### config.mk
export PLATFORM = sky130hd
export DESIGN_NAME = mixer_channel_average_scale_clamp_core_flat
export DESIGN_NICKNAME = d
export VERILOG_FILES = /design/src/hw/rtl/mcasc_pkg.sv /design/src/hw/rtl/mcasc_ifs.sv /design/src/hw/rtl/mcasc_div.sv /design/src/hw/rtl/mcasc_mul.sv /design/src/hw/rtl/mixer_channel_average_scale_clamp_core.sv /design/src/flat_wrapper.sv
export SDC_FILE = /design/constraint.sdc
export NUM_CORES = 1
export LEC_CHECK = 0
export BUFFER_PORTS_ARGS = -buffer_cell sky130_fd_sc_hd__buf_2
export CORE_ASPECT_RATIO = 0.8
export CORE_MARGIN = 10
export CORE_UTILIZATION = 45
export DETAILED_ROUTE_END_ITERATION = 10
export PLACE_DENSITY = 0.6
export SLEW_MARGIN = 20
export SYNTH_ARGS = -nofsm -noshare
export SYNTH_HDL_FRONTEND = slang
export SYNTH_SLANG_ARGS = --single-unit
### constraint.sdc
create_clock -name clk -period 6.3 [get_ports clk]
set_input_delay 0 -clock clk [delete_from_list [all_inputs] [get_ports clk]]
set_output_delay 0 -clock clk [all_outputs]
set_load 0.01 [all_outputs]
### src/hw/rtl/mcasc_pkg.sv
// Shared types and constants for the mixer channel average/scale/clamp block.
// No dependencies; compile first.
package mcasc_pkg;

    localparam int VAL_W            = 16;  // sample, limits, gain, bias, result
    localparam int SUM_W            = 24;  // running sum and mean
    localparam int CNT_W            = 8;   // window count and divisor
    localparam int PROD_W           = SUM_W + VAL_W;  // mean * gain
    localparam int V_W              = PROD_W + 2;     // signed product + bias
    localparam int CFG_IDX_W        = 3;
    localparam int SAMPLE_WIDTH_DEF = 16;

    // Configuration register indexes
    typedef enum logic [CFG_IDX_W-1:0] {
        REG_CLAMP_MIN     = 3'd0,
        REG_CLAMP_MAX     = 3'd1,
        REG_GAIN          = 3'd2,
        REG_BIAS          = 3'd3,
        REG_INVERT_MODE   = 3'd4,
        REG_AVERAGE_COUNT = 3'd5
    } mcasc_reg_t;

    // Sequencer states
    typedef enum logic [2:0] {
        S_IDLE,
        S_DIV,
        S_MUL_GO,
        S_MUL,
        S_BIAS,
        S_LOAD
    } mcasc_state_t;

    // Handshake between the sequencer and a serial arithmetic unit
    typedef struct packed {
        logic busy;
        logic done;
    } mcasc_unit_stat_t;

endpackage

### src/hw/rtl/mcasc_ifs.sv
// Valid/ready channel interfaces: sample in, mixed value out, config writes.
// Depends on mcasc_pkg.
interface mcasc_sample_if
    import mcasc_pkg::*;
();
    logic             valid;
    logic             ready;
    logic [VAL_W-1:0] sample;

    modport source (output valid, output sample, input ready);
    modport sink   (input valid, input sample, output ready);
endinterface

interface mcasc_value_if
    import mcasc_pkg::*;
();
    logic             valid;
    logic             ready;
    logic [VAL_W-1:0] mixed_value;

    modport source (output valid, output mixed_value, input ready);
    modport sink   (input valid, input mixed_value, output ready);
endinterface

interface mcasc_cfg_if
    import mcasc_pkg::*;
();
    logic                 valid;
    logic                 ready;
    logic [CFG_IDX_W-1:0] index;
    logic [VAL_W-1:0]     data;

    modport source (output valid, output index, output data, input ready);
    modport sink   (input valid, input index, input data, output ready);
endinterface

### src/hw/rtl/mcasc_div.sv
// Restoring bit-serial divider: SUM_W-bit dividend by CNT_W-bit divisor,
// one quotient bit per cycle. Depends on mcasc_pkg.
module mcasc_div
    import mcasc_pkg::*;
(
    input  logic             clk,
    input  logic             rst_n,
    input  logic             start,
    input  logic [SUM_W-1:0] dividend,
    input  logic [CNT_W-1:0] divisor,
    output mcasc_unit_stat_t stat,
    output logic [SUM_W-1:0] quotient
);
    localparam int STEP_W = $clog2(SUM_W);

    logic              busy_reg, busy_next;
    logic              done_reg, done_next;
    logic [STEP_W-1:0] cnt_reg, cnt_next;
    logic [CNT_W-1:0]  rem_reg, rem_next;
    logic [SUM_W-1:0]  quo_reg, quo_next;
    logic [CNT_W-1:0]  dvs_reg, dvs_next;

    logic [CNT_W:0]    trial;
    logic [CNT_W:0]    diff;
    logic              ge;

    always_comb
    begin
        trial     = {rem_reg, quo_reg[SUM_W-1]};
        diff      = trial - {1'b0, dvs_reg};
        ge        = (trial >= {1'b0, dvs_reg});
        busy_next = busy_reg;
        done_next = 1'b0;
        cnt_next  = cnt_reg;
        rem_next  = rem_reg;
        quo_next  = quo_reg;
        dvs_next  = dvs_reg;
        if (start)
        begin
            busy_next = 1'b1;
            cnt_next  = '0;
            rem_next  = '0;
            quo_next  = dividend;
            dvs_next  = divisor;
        end
        else if (busy_reg)
        begin
            rem_next = ge ? diff[CNT_W-1:0] : trial[CNT_W-1:0];
            quo_next = {quo_reg[SUM_W-2:0], ge};
            cnt_next = cnt_reg + STEP_W'(1);
            if (cnt_reg == STEP_W'(SUM_W - 1))
            begin
                busy_next = 1'b0;
                done_next = 1'b1;
            end
        end
    end

    always_ff @(posedge clk or negedge rst_n)
    begin
        if (!rst_n)
        begin
            busy_reg <= 1'b0;
            done_reg <= 1'b0;
            cnt_reg  <= '0;
        end
        else
        begin
            busy_reg <= busy_next;
            done_reg <= done_next;
            cnt_reg  <= cnt_next;
        end
    end

    always_ff @(posedge clk)
    begin
        rem_reg <= rem_next;
        quo_reg <= quo_next;
        dvs_reg <= dvs_next;
    end

    assign stat.busy = busy_reg;
    assign stat.done = done_reg;
    assign quotient  = quo_reg;
endmodule

### src/hw/rtl/mcasc_mul.sv
// Shift-add serial multiplier: SUM_W-bit mean times VAL_W-bit gain,
// one gain bit per cycle. Depends on mcasc_pkg.
module mcasc_mul
    import mcasc_pkg::*;
(
    input  logic              clk,
    input  logic              rst_n,
    input  logic              start,
    input  logic [SUM_W-1:0]  multiplicand,
    input  logic [VAL_W-1:0]  multiplier,
    output mcasc_unit_stat_t  stat,
    output logic [PROD_W-1:0] product
);
    localparam int STEP_W = $clog2(VAL_W);

    logic              busy_reg, busy_next;
    logic              done_reg, done_next;
    logic [STEP_W-1:0] cnt_reg, cnt_next;
    logic [SUM_W-1:0]  mcand_reg, mcand_next;
    logic [SUM_W-1:0]  hi_reg, hi_next;
    logic [VAL_W-1:0]  lo_reg, lo_next;

    logic [SUM_W:0]    psum;

    always_comb
    begin
        psum       = {1'b0, hi_reg} + (lo_reg[0] ? {1'b0, mcand_reg} : '0);
        busy_next  = busy_reg;
        done_next  = 1'b0;
        cnt_next   = cnt_reg;
        mcand_next = mcand_reg;
        hi_next    = hi_reg;
        lo_next    = lo_reg;
        if (start)
        begin
            busy_next  = 1'b1;
            cnt_next   = '0;
            mcand_next = multiplicand;
            hi_next    = '0;
            lo_next    = multiplier;
        end
        else if (busy_reg)
        begin
            // add then shift the whole {hi, lo} pair right by one
            hi_next  = psum[SUM_W:1];
            lo_next  = {psum[0], lo_reg[VAL_W-1:1]};
            cnt_next = cnt_reg + STEP_W'(1);
            if (cnt_reg == STEP_W'(VAL_W - 1))
            begin
                busy_next = 1'b0;
                done_next = 1'b1;
            end
        end
    end

    always_ff @(posedge clk or negedge rst_n)
    begin
        if (!rst_n)
        begin
            busy_reg <= 1'b0;
            done_reg <= 1'b0;
            cnt_reg  <= '0;
        end
        else
        begin
            busy_reg <= busy_next;
            done_reg <= done_next;
            cnt_reg  <= cnt_next;
        end
    end

    always_ff @(posedge clk)
    begin
        mcand_reg <= mcand_next;
        hi_reg    <= hi_next;
        lo_reg    <= lo_next;
    end

    assign stat.busy = busy_reg;
    assign stat.done = done_reg;
    assign product   = {hi_reg, lo_reg};
endmodule

### src/hw/rtl/mixer_channel_average_scale_clamp_core.sv
// Top level of one mixer channel: window averaging, gain, bias, clamp, invert.
// Depends on mcasc_pkg, mcasc_ifs, mcasc_div and mcasc_mul.
//
//  channel    modport  beat payload            notes
//  ---------  -------  ----------------------  ------------------------------
//  sample_ch  sink     sample[15:0]            one raw reading per beat
//  mixed_ch   source   mixed_value[15:0]       zero or one beat per sample
//  cfg        sink     index[2:0], data[15:0]  register write, always ready
//
// A sample that does not close a window is absorbed and leaves the sequencer idle.
// Pass-through (count 0 or 1): the sample runs through the 16-step serial
// multiplier, then the bias and load states, before the next sample is taken.
// Closing a window runs the 24-step serial divider first.
// One sample in flight; sample_ch.ready only while the sequencer is idle. The
// output register frees the input while a result waits; a stalled mixed_ch
// holds the load state. Reset is asynchronous, active low, no clearing pass.
module mixer_channel_average_scale_clamp_core
    import mcasc_pkg::*;
#(
    parameter int SAMPLE_WIDTH = SAMPLE_WIDTH_DEF
)
(
    input  logic           clk,
    input  logic           rst_n,
    mcasc_sample_if.sink   sample_ch,
    mcasc_value_if.source  mixed_ch,
    mcasc_cfg_if.sink      cfg
);
    // only the low SAMPLE_WIDTH bits of a sample count
    localparam int                USED_W      = (SAMPLE_WIDTH < VAL_W) ? SAMPLE_WIDTH : VAL_W;
    localparam logic [VAL_W-1:0]  SAMPLE_MASK = VAL_W'((64'd1 << USED_W) - 64'd1);

    // configuration registers
    logic [VAL_W-1:0]        clamp_min_reg;
    logic [VAL_W-1:0]        clamp_max_reg;
    logic [VAL_W-1:0]        gain_reg;
    logic signed [VAL_W-1:0] bias_reg;
    logic                    invert_mode_reg;
    logic [CNT_W-1:0]        average_count_reg;

    // sequencer and datapath
    mcasc_state_t      state_reg, state_next;
    logic [SUM_W-1:0]  sum_reg, sum_next;
    logic [CNT_W-1:0]  cnt_reg, cnt_next;
    logic [SUM_W-1:0]  mean_reg, mean_next;
    logic signed [V_W-1:0] v_reg, v_next;
    logic              out_valid_reg, out_valid_next;
    logic [VAL_W-1:0]  out_value_reg, out_value_next;

    logic              in_beat;
    logic              out_beat;
    logic [VAL_W-1:0]  s_masked;
    logic [SUM_W-1:0]  sum_plus;
    logic [CNT_W-1:0]  cnt_plus;
    logic              div_start;
    logic              mul_start;
    logic [VAL_W-1:0]  clamped;
    logic signed [V_W-1:0] min_ext;
    logic signed [V_W-1:0] max_ext;

    mcasc_unit_stat_t  div_stat;
    mcasc_unit_stat_t  mul_stat;
    logic [SUM_W-1:0]  div_quotient;
    logic [PROD_W-1:0] mul_product;

    assign sample_ch.ready = (state_reg == S_IDLE);
    assign in_beat         = sample_ch.valid && sample_ch.ready;
    assign out_beat        = mixed_ch.valid && mixed_ch.ready;
    assign mixed_ch.valid       = out_valid_reg;
    assign mixed_ch.mixed_value = out_value_reg;
    assign cfg.ready       = 1'b1;

    // ---------------- configuration writes ----------------
    always_ff @(posedge clk or negedge rst_n)
    begin
        if (!rst_n)
        begin
            clamp_min_reg     <= '0;
            clamp_max_reg     <= '1;
            gain_reg          <= VAL_W'(1);
            bias_reg          <= '0;
            invert_mode_reg   <= 1'b0;
            average_count_reg <= CNT_W'(1);
        end
        else if (cfg.valid && cfg.ready)
        begin
            case (cfg.index)
                REG_CLAMP_MIN:     clamp_min_reg     <= cfg.data;
                REG_CLAMP_MAX:     clamp_max_reg     <= cfg.data;
                REG_GAIN:          gain_reg          <= cfg.data;
                REG_BIAS:          bias_reg          <= cfg.data;
                REG_INVERT_MODE:   invert_mode_reg   <= cfg.data[0];
                REG_AVERAGE_COUNT: average_count_reg <= cfg.data[CNT_W-1:0];
                default:           ;  // unknown index: ignored
            endcase
        end
    end

    // ---------------- serial units ----------------
    mcasc_div u_div (
        .clk      (clk),
        .rst_n    (rst_n),
        .start    (div_start),
        .dividend (sum_plus),
        .divisor  (average_count_reg),
        .stat     (div_stat),
        .quotient (div_quotient)
    );

    mcasc_mul u_mul (
        .clk          (clk),
        .rst_n        (rst_n),
        .start        (mul_start),
        .multiplicand (mean_reg),
        .multiplier   (gain_reg),
        .stat         (mul_stat),
        .product      (mul_product)
    );

    // ---------------- sequencer ----------------
    always_ff @(posedge clk or negedge rst_n)
    begin
        if (!rst_n)
        begin
            state_reg     <= S_IDLE;
            sum_reg       <= '0;
            cnt_reg       <= '0;
            out_valid_reg <= 1'b0;
        end
        else
        begin
            state_reg     <= state_next;
            sum_reg       <= sum_next;
            cnt_reg       <= cnt_next;
            out_valid_reg <= out_valid_next;
        end
    end

    always_ff @(posedge clk)
    begin
        mean_reg      <= mean_next;
        v_reg         <= v_next;
        out_value_reg <= out_value_next;
    end

    always_comb
    begin
        s_masked = sample_ch.sample & SAMPLE_MASK;
        sum_plus = sum_reg + SUM_W'(s_masked);   // wraps at 2^SUM_W
        cnt_plus = cnt_reg + CNT_W'(1);

        // clamp: when the limits cross, values below the lower limit give it, all others the upper
        min_ext = $signed({{(V_W-VAL_W){1'b0}}, clamp_min_reg});
        max_ext = $signed({{(V_W-VAL_W){1'b0}}, clamp_max_reg});
        if (v_reg < min_ext)
            clamped = clamp_min_reg;
        else if (v_reg > max_ext)
            clamped = clamp_max_reg;
        else
            clamped = v_reg[VAL_W-1:0];

        state_next     = state_reg;
        sum_next       = sum_reg;
        cnt_next       = cnt_reg;
        mean_next      = mean_reg;
        v_next         = v_reg;
        out_valid_next = out_valid_reg && !out_beat;
        out_value_next = out_value_reg;
        div_start      = 1'b0;
        mul_start      = 1'b0;

        case (state_reg)
            S_IDLE:
            begin
                if (in_beat)
                begin
                    if (average_count_reg <= CNT_W'(1))
                    begin
                        // pass-through: sample is the mean, window cleared
                        sum_next   = '0;
                        cnt_next   = '0;
                        mean_next  = SUM_W'(s_masked);
                        state_next = S_MUL_GO;
                    end
                    else if (cnt_plus >= average_count_reg)
                    begin
                        sum_next   = '0;
                        cnt_next   = '0;
                        div_start  = 1'b1;
                        state_next = S_DIV;
                    end
                    else
                    begin
                        sum_next = sum_plus;
                        cnt_next = cnt_plus;
                    end
                end
            end
            S_DIV:
            begin
                if (div_stat.done)
                begin
                    mean_next  = div_quotient;
                    state_next = S_MUL_GO;
                end
            end
            S_MUL_GO:
            begin
                mul_start  = 1'b1;
                state_next = S_MUL;
            end
            S_MUL:
            begin
                if (mul_stat.done)
                    state_next = S_BIAS;
            end
            S_BIAS:
            begin
                v_next = $signed({2'b00, mul_product})
                       + V_W'(bias_reg);
                state_next = S_LOAD;
            end
            S_LOAD:
            begin
                if (!out_valid_reg || mixed_ch.ready)
                begin
                    out_valid_next = 1'b1;
                    out_value_next = invert_mode_reg ? (clamp_max_reg - clamped) : clamped;
                    state_next     = S_IDLE;
                end
            end
            default:
            begin
                state_next = S_IDLE;
            end
        endcase
    end

    // ---------------- assertions ----------------
    // an empty window holds no partial sum
    a_empty_window: assert property (@(posedge clk) disable iff (!rst_n)
        (cnt_reg == '0) |-> (sum_reg == '0))
        else $error("running sum nonzero with empty window");

    // the two serial units never run at once
    a_units_exclusive: assert property (@(posedge clk) disable iff (!rst_n)
        !(div_stat.busy && mul_stat.busy))
        else $error("divider and multiplier busy together");

    // a started divide is running in the next cycle
    a_div_runs: assert property (@(posedge clk) disable iff (!rst_n)
        div_start |=> (div_stat.busy && state_reg == S_DIV))
        else $error("divider failed to start");

    // no sample is taken while a unit is busy
    a_idle_ready: assert property (@(posedge clk) disable iff (!rst_n)
        sample_ch.ready |-> !(div_stat.busy || mul_stat.busy))
        else $error("input ready while arithmetic busy");
endmodule

### src/flat_wrapper.sv
// flat-port wrapper written by rule: the top's interface ports become plain ports
module mixer_channel_average_scale_clamp_core_flat import mcasc_pkg::*;
#(
    parameter int SAMPLE_WIDTH = SAMPLE_WIDTH_DEF
)
  (clk, rst_n, sample_ch_valid, sample_ch_sample, sample_ch_ready, mixed_ch_valid, mixed_ch_mixed_value, mixed_ch_ready, cfg_valid, cfg_index, cfg_data, cfg_ready);
  mcasc_sample_if sample_ch_i ();
  mcasc_value_if mixed_ch_i ();
  mcasc_cfg_if cfg_i ();
  input  logic clk;
  input  logic rst_n;
  input wire logic [$bits(sample_ch_i.valid)-1:0] sample_ch_valid;
  input wire logic [$bits(sample_ch_i.sample)-1:0] sample_ch_sample;
  output wire logic [$bits(sample_ch_i.ready)-1:0] sample_ch_ready;
  output wire logic [$bits(mixed_ch_i.valid)-1:0] mixed_ch_valid;
  output wire logic [$bits(mixed_ch_i.mixed_value)-1:0] mixed_ch_mixed_value;
  input wire logic [$bits(mixed_ch_i.ready)-1:0] mixed_ch_ready;
  input wire logic [$bits(cfg_i.valid)-1:0] cfg_valid;
  input wire logic [$bits(cfg_i.index)-1:0] cfg_index;
  input wire logic [$bits(cfg_i.data)-1:0] cfg_data;
  output wire logic [$bits(cfg_i.ready)-1:0] cfg_ready;
  assign sample_ch_i.valid = sample_ch_valid;
  assign sample_ch_i.sample = sample_ch_sample;
  assign sample_ch_ready = sample_ch_i.ready;
  assign mixed_ch_valid = mixed_ch_i.valid;
  assign mixed_ch_mixed_value = mixed_ch_i.mixed_value;
  assign mixed_ch_i.ready = mixed_ch_ready;
  assign cfg_i.valid = cfg_valid;
  assign cfg_i.index = cfg_index;
  assign cfg_i.data = cfg_data;
  assign cfg_ready = cfg_i.ready;
  mixer_channel_average_scale_clamp_core #(.SAMPLE_WIDTH(SAMPLE_WIDTH)) u_core (.clk(clk), .rst_n(rst_n), .sample_ch(sample_ch_i), .mixed_ch(mixed_ch_i), .cfg(cfg_i));
endmodule
# After elaboration in Yosys (flattened, before gate mapping)

Cells that the tools add are included.

Register bits: 308
Logic and storage cells: 124

Add/sub/neg operators: 8
Order comparisons: 5
Eq/ne operators: 18
Mux-type cells: 47
Reductions and logical operators: 21

Operator list:

| kind                                                                  | count |
|---|---|
| 24-bit 2-to-1 mux                                                     | 8 |
| 16-bit 2-to-1 mux                                                     | 5 |
| 24-bit one-hot mux with 2 select lines                                | 1 |
| 41-bit by 16-bit adder with 42-bit output                             | 1 |
| 42-bit by 17-bit greater-than comparator with 1-bit output            | 1 |
| 42-bit by 17-bit < comparator with 1-bit output                       | 1 |
| 24-bit by 25-bit adder with 25-bit output                             | 1 |
| 24-bit by 16-bit adder with 24-bit output                             | 1 |
| 8-bit 2-to-1 mux                                                      | 3 |
| 1-bit 2-to-1 mux                                                      | 19 |
| 3-bit 2-to-1 mux                                                      | 6 |
| 3-bit one-hot mux with 6 select lines                                 | 1 |
| 2-bit AND reduction                                                   | 8 |
| 16-bit subtractor                                                     | 1 |
| 3-bit by 2-bit equality test with 1-bit output, second input constant | 4 |
| 3-bit equality test, second input constant                            | 4 |
| 5-bit 2-to-1 mux                                                      | 2 |
| 9-bit by 8-bit >= comparator with 1-bit output                        | 1 |
| 8-bit by 1-bit adder with 8-bit output, second input constant         | 1 |
| 8-bit >= comparator                                                   | 1 |
| 8-bit by 1-bit <= comparator with 1-bit output, second input constant | 1 |
| 4-bit 2-to-1 mux                                                      | 2 |
| 2-bit != test, second input constant                                  | 4 |
| 8-bit subtractor                                                      | 1 |
| other kinds (14)                                                      | 21 |

# Depth between registers and ports, before layout

Depth after elaboration: 7
Mapped depth: 26
Mapped depth without buffers: 22

# By module

A second synthesis with hierarchy kept.

Cells, all modules: 1797
Area, all modules: 18884.4 um^2

Modules (own cells, without submodules):

| module                                 | instances | cells an instance | area an instance (um^2) |
|---|---|---|---|
| mixer_channel_average_scale_clamp_core | 1         | 1236              | 12603.3 |
| mcasc_mul                              | 1         | 368               | 3865.0 |
| mcasc_div                              | 1         | 193               | 2416.1 |

# Least setup slack after synthesis

Ideal clock, no wire load.

Path kind: register -> register
Start point: register u_core.clamp_max_reg[11]
End point: register u_core.out_value_reg[8] (netlist: u_core.mixed_ch.mixed_value[8]), data pin
Library setup time: 0.264 ns
Data arrival time: 5.282 ns
Setup slack: 0.754 ns
Stages on the path, launching flop included: 26
Path buffers: 4
Cells stage by stage: dfstp_2 -> clkbuf_1 -> inv_1 -> ha_1 -> nand4_1 -> nor4_2 -> o31ai_1 -> a31oi_1 -> o21ai_1 -> buf_4 -> buf_2 -> buf_1 -> nand2_1 -> a21oi_1 -> a21oi_1 -> inv_1 -> fa_1 -> inv_1 -> a21oi_1 -> and2_1 -> o41ai_4 -> a22oi_1 -> or4_1 -> a21oi_2 -> mux2i_1 -> xor2_1

Longest elaborated chain between the ends: 5

Ends and longest elaborated chain:

| what                                                         | line                                          | text |
|---|---|---|
| start, declared                                              | mixer_channel_average_scale_clamp_core.sv:35  | `logic [VAL_W-1:0] clamp_max_reg;` |
| start signal, assigned                                       | mixer_channel_average_scale_clamp_core.sv:89  | `REG_CLAMP_MAX: clamp_max_reg <= cfg.data;` |
| 42-bit by 17-bit greater-than comparator with 1-bit output * | mixer_channel_average_scale_clamp_core.sv:157 | `else if (v_reg > max_ext)` |
| 16-bit 2-to-1 mux *                                          | mixer_channel_average_scale_clamp_core.sv:157 |  |
| 16-bit 2-to-1 mux *                                          | mixer_channel_average_scale_clamp_core.sv:155 | `if (v_reg < min_ext)` |
| 16-bit subtractor                                            | mixer_channel_average_scale_clamp_core.sv:228 | `out_value_next = invert_mode_reg ? (clamp_max_reg - clamped) : clamped;` |
| 16-bit 2-to-1 mux *                                          | mixer_channel_average_scale_clamp_core.sv:228 |  |
| end signal, assigned                                         | mixer_channel_average_scale_clamp_core.sv:143 | `out_value_reg <= out_value_next;` |
| end, declared                                                | mixer_channel_average_scale_clamp_core.sv:48  | `logic [VAL_W-1:0] out_value_reg, out_value_next;` |

Mark *: on every way between the ends. The rest lies on a longest branch, timed or not.
A chain may end at the register's enable or synchronous reset.

# Final worst setup path

Start point: register u_core.clamp_max_reg[15]
End point: register u_core.out_value_reg[8] (netlist: u_core.mixed_ch.mixed_value[8]), data pin

The elaborated chain is that of the path after synthesis.

==> flow_metrics.py <==
metrics = {
    "clocking": {
        "worstSkewPairLatency_ns": 0.56,
        "postCtsHoldBufs": 39,
        "cts_root_buffer": "clkbuf_16",
        "ctsHtreeMaxLevel": 2,
        "cts_tree": "done",
        "cts_resized": 0,
        "clock_sinks": 308,
        "clk_pin_slew_ns": 0.06,
        "ctsLongestPathBuffers": 3,
        "cts-buffers-inserted": 36,
        "cts_setup_buffers": 0,
    },
    "logic_synthesis": {
        "synth.most_common_cell": "nand2_1",
        "synth_edf_count": 154,
        "ys.flop_type": "edfxtp_1",
        "synthTopCellsByCount": "222 x nand2_1, 154 x edfxtp_1, 137 x ha_1, 115 x nor2_1, 106 x a21oi_1",
        "synth_fp_nets": 2039,
        "synth_area_leaders": "edfxtp_1 25%, dfrtp_1 14%, ha_1 9.2%",
        "ys_seq_area_frac": 0.449,
        "synth_top_area_share": 0.249,
        "syn_inst": 1857,
        "ys_types": 92,
        "post-synth-top-area-cell": "edfxtp_1",
        "yosysWarnings": 0,
        "netlist_area_um2": 18600,
        "synthArstFlopShare": 0.396,
        "synth-seq-cells": 308,
        "synth.avg_cell_area_um2": 10.0,
    },
    "cells_and_area": {
        "fillers": 3675,
        "largest_register_ffs": 42,
        "drive_gt1_frac": 0.131,
        "area_growth_pct": 13.6,
        "num-nets-final": 2133,
        "num_antenna_cells": 0,
    },
    "critical_path": {
        "critPathLaunch": "u_core.clamp_max_reg[15]",
        "reg2regPathDepth": 19,
        "arrival_ns": 6.13,
        "path_cells": "inv_1 > ha_1 > a2111oi_0 > a311o_1 > nand2_2 > nand2_1 > a21oi_1 > a21oi_1 > inv_1 > fa_1 > inv_1 > a21oi_1 > and2_1 > o41ai_4 > a22oi_1 > or4_1 > a21oi_2 > mux2i_1 > xor2_1",
        "crit_path_end_kind": "flop",
        "worstPathRequired_ns": 6.59,
        "r2r-end": "u_core.mixed_ch.mixed_value[8]",
        "regToRegStartpoint": "u_core.clamp_max_reg[15]",
        "path_max_fanout": 5,
        "cp_slowest_stage_delay_ns": 0.95,
        "cp_num_cells": 19,
        "critPathSlowestCell": "a2111oi_0",
        "cp-start-kind": "flop",
        "rrSetupSlack_ns": 0.46,
        "critPathKind": "reg -> reg",
        "crit_family": "compound AO/OA/AOI/OAI gates",
        "worstPathBufferInverterCount": 3,
    },
    "sta": {
        "final-setup-viol-count": 0,
        "max_freq_mhz": 171,
        "slew_headroom": 0.280,
        "rsz0062_at_grt": "no",
        "slew_viol_final": 0,
        "post-route-period-util": 0.927,
        "fin_tns_setup_ns": 0,
        "fin_worst_skew_ns": 0.0151,
        "tightest_slew_ns": 1.05,
        "holdWs_ns": 0.0201,
        "fin_crit_ns": 5.84,
        "finalHoldViolCount": 0,
    },
    "die": {
        "io_pins": 59,
        "fp.dieH_um": 202,
        "die_x_um": 247,
        "num_rows": 66,
        "die_area_um2": 49800,
        "core_um2": 40700,
        "start_util": 0.456,
    },
    "global_routing": {
        "grt_max_degree": 64,
        "antenna_found_initial": 0,
        "grt_pass1_vias": 13800,
        "grt_overflow_total": 0,
        "grt_pass1_wl_mm": 71.7,
        "grt_usage": 0.175,
    },
    "pwr": {
        "peakVddDrop_mv": 0.374,
        "p_per_area_nw_per_um2": 485,
        "leakage_nw": 9.01,
    },
    "placed_design": {
        "gp_congestion": 0.857,
        "hpwl_mm": 31.6,
        "portBuffers": 57,
    },
    "routing": {
        "dr.pass1.iters": 5,
        "wl_per_cell_um": 17.3,
        "ant_nets": 0,
        "drc": 0,
        "vias": 13900,
        "wirelength_mm": 43.7,
        "drt_iter0_markers": 799,
        "drt-vias-per-instance": 5.53,
    },
    "hold_path": {
        "min-delay-path-class": "in -> async",
    },
    "outcome": {
        "outcome": "complete, no violations",
    },
    "job": {
        "cap_violations": 0,
    },
}
[per-stage QoR]
stage | utilization | setup WS, ns | std cells | cell area (µm²) | power, W
CTS | 0.518 | 0.551 | 2523 | 21100 | 0.0103
floorplan | - | 0.754 | 1857 | 18600 | 0.00697
detailed placement | 0.479 | 0.620 | 2418 | 19500 | 0.00808
global route | 0.518 | 0.144 | 2523 | 21100 | 0.0111
finish | 0.518 | 0.462 | 2523 | 21100 | 0.0102
global placement | 0.478 | 0.751 | 2416 | 19500 | 0.00797
[layer usage]
layer  part of all wire  vias to the layer above  global-route usage
li1                   -                     6998                   -
met3              0.046                       59              0.0278
met5                  0                        -                   0
met1               0.50                     6587               0.250
met2               0.44                      301               0.268
met4              0.019                        0              0.0512
[worst max path at each step]
stage | end | slack (ns)
6_report | u_core.mixed_ch.mixed_value[8] | 0.46
5_1_grt | u_core.mixed_ch.mixed_value[8] | 0.14
4_1_cts | u_core.mixed_ch.mixed_value[8] | 0.55
3_3_place_gp | u_core.mixed_ch.mixed_value[8] | 0.75
3_5_place_dp | u_core.mixed_ch.mixed_value[8] | 0.62
2_1_floorplan | u_core.mixed_ch.mixed_value[8] | 0.75
[cell type report]
type	instances	area (µm²)	area share
clock buffer	49	1020	0.0484
multi-input combinational	1384	9600	0.455
tap	544	681	0.0323
sequential	308	8340	0.396
clock inverter	17	176	0.00837
timing repair buffer	123	896	0.0425
inverter	98	368	0.0174
[worst register-to-register path: stages, from the launching register on]
cell and delay (ns):
dfstp_2 0.55, inv_1 0.08, ha_1 0.32, a2111oi_0 0.95, a311o_1 0.49, nand2_2 0.15
nand2_1 0.12, a21oi_1 0.06, a21oi_1 0.26, inv_1 0.10, fa_1 0.44, inv_1 0.07
a21oi_1 0.10, and2_1 0.22, o41ai_4 0.39, a22oi_1 0.17, or4_1 0.57, a21oi_2 0.19
mux2i_1 0.25, xor2_1 0.09
[power by group]
| group | internal [W] | switching (W) | total (W) |
|---|---|---|---|
| registers | 0.00296 | 0.000472 | 0.00343 |
| clock network | 0.00124 | 0.000872 | 0.00211 |
| logic | 0.00203 | 0.00266 | 0.00469 |
[kinds of logic (layout without fill, tap and decap cells)]
group                    count (synthesis)  after routing  synth area share
AO/OA/AOI/OAI                          483            483             0.176
AND/OR/NAND/NOR                        589            589             0.153
multiplexers                            76             76            0.0449
adder cells (fa/ha/maj)                143            143            0.0983
buffers and inverters                  165            287            0.0350
other                                    1              1          0.000202
flip-flops                             308            308             0.449
XOR/XNOR                                92             92            0.0434
[layout by cell type (no fill, tap or decap), types with 58 or more instances in the layout]
master,Yosys,routed
a21oi_1,106,105
dfrtp_1,104,104
edfxtp_1,154,154
ha_1,137,137
inv_1,95,95
mux2_2,58,58
nand2_1,222,222
nor2_1,115,114
o21ai_0,100,100
xnor2_1,63,63
No activity file was read; power rests on OpenSTA's default activity.
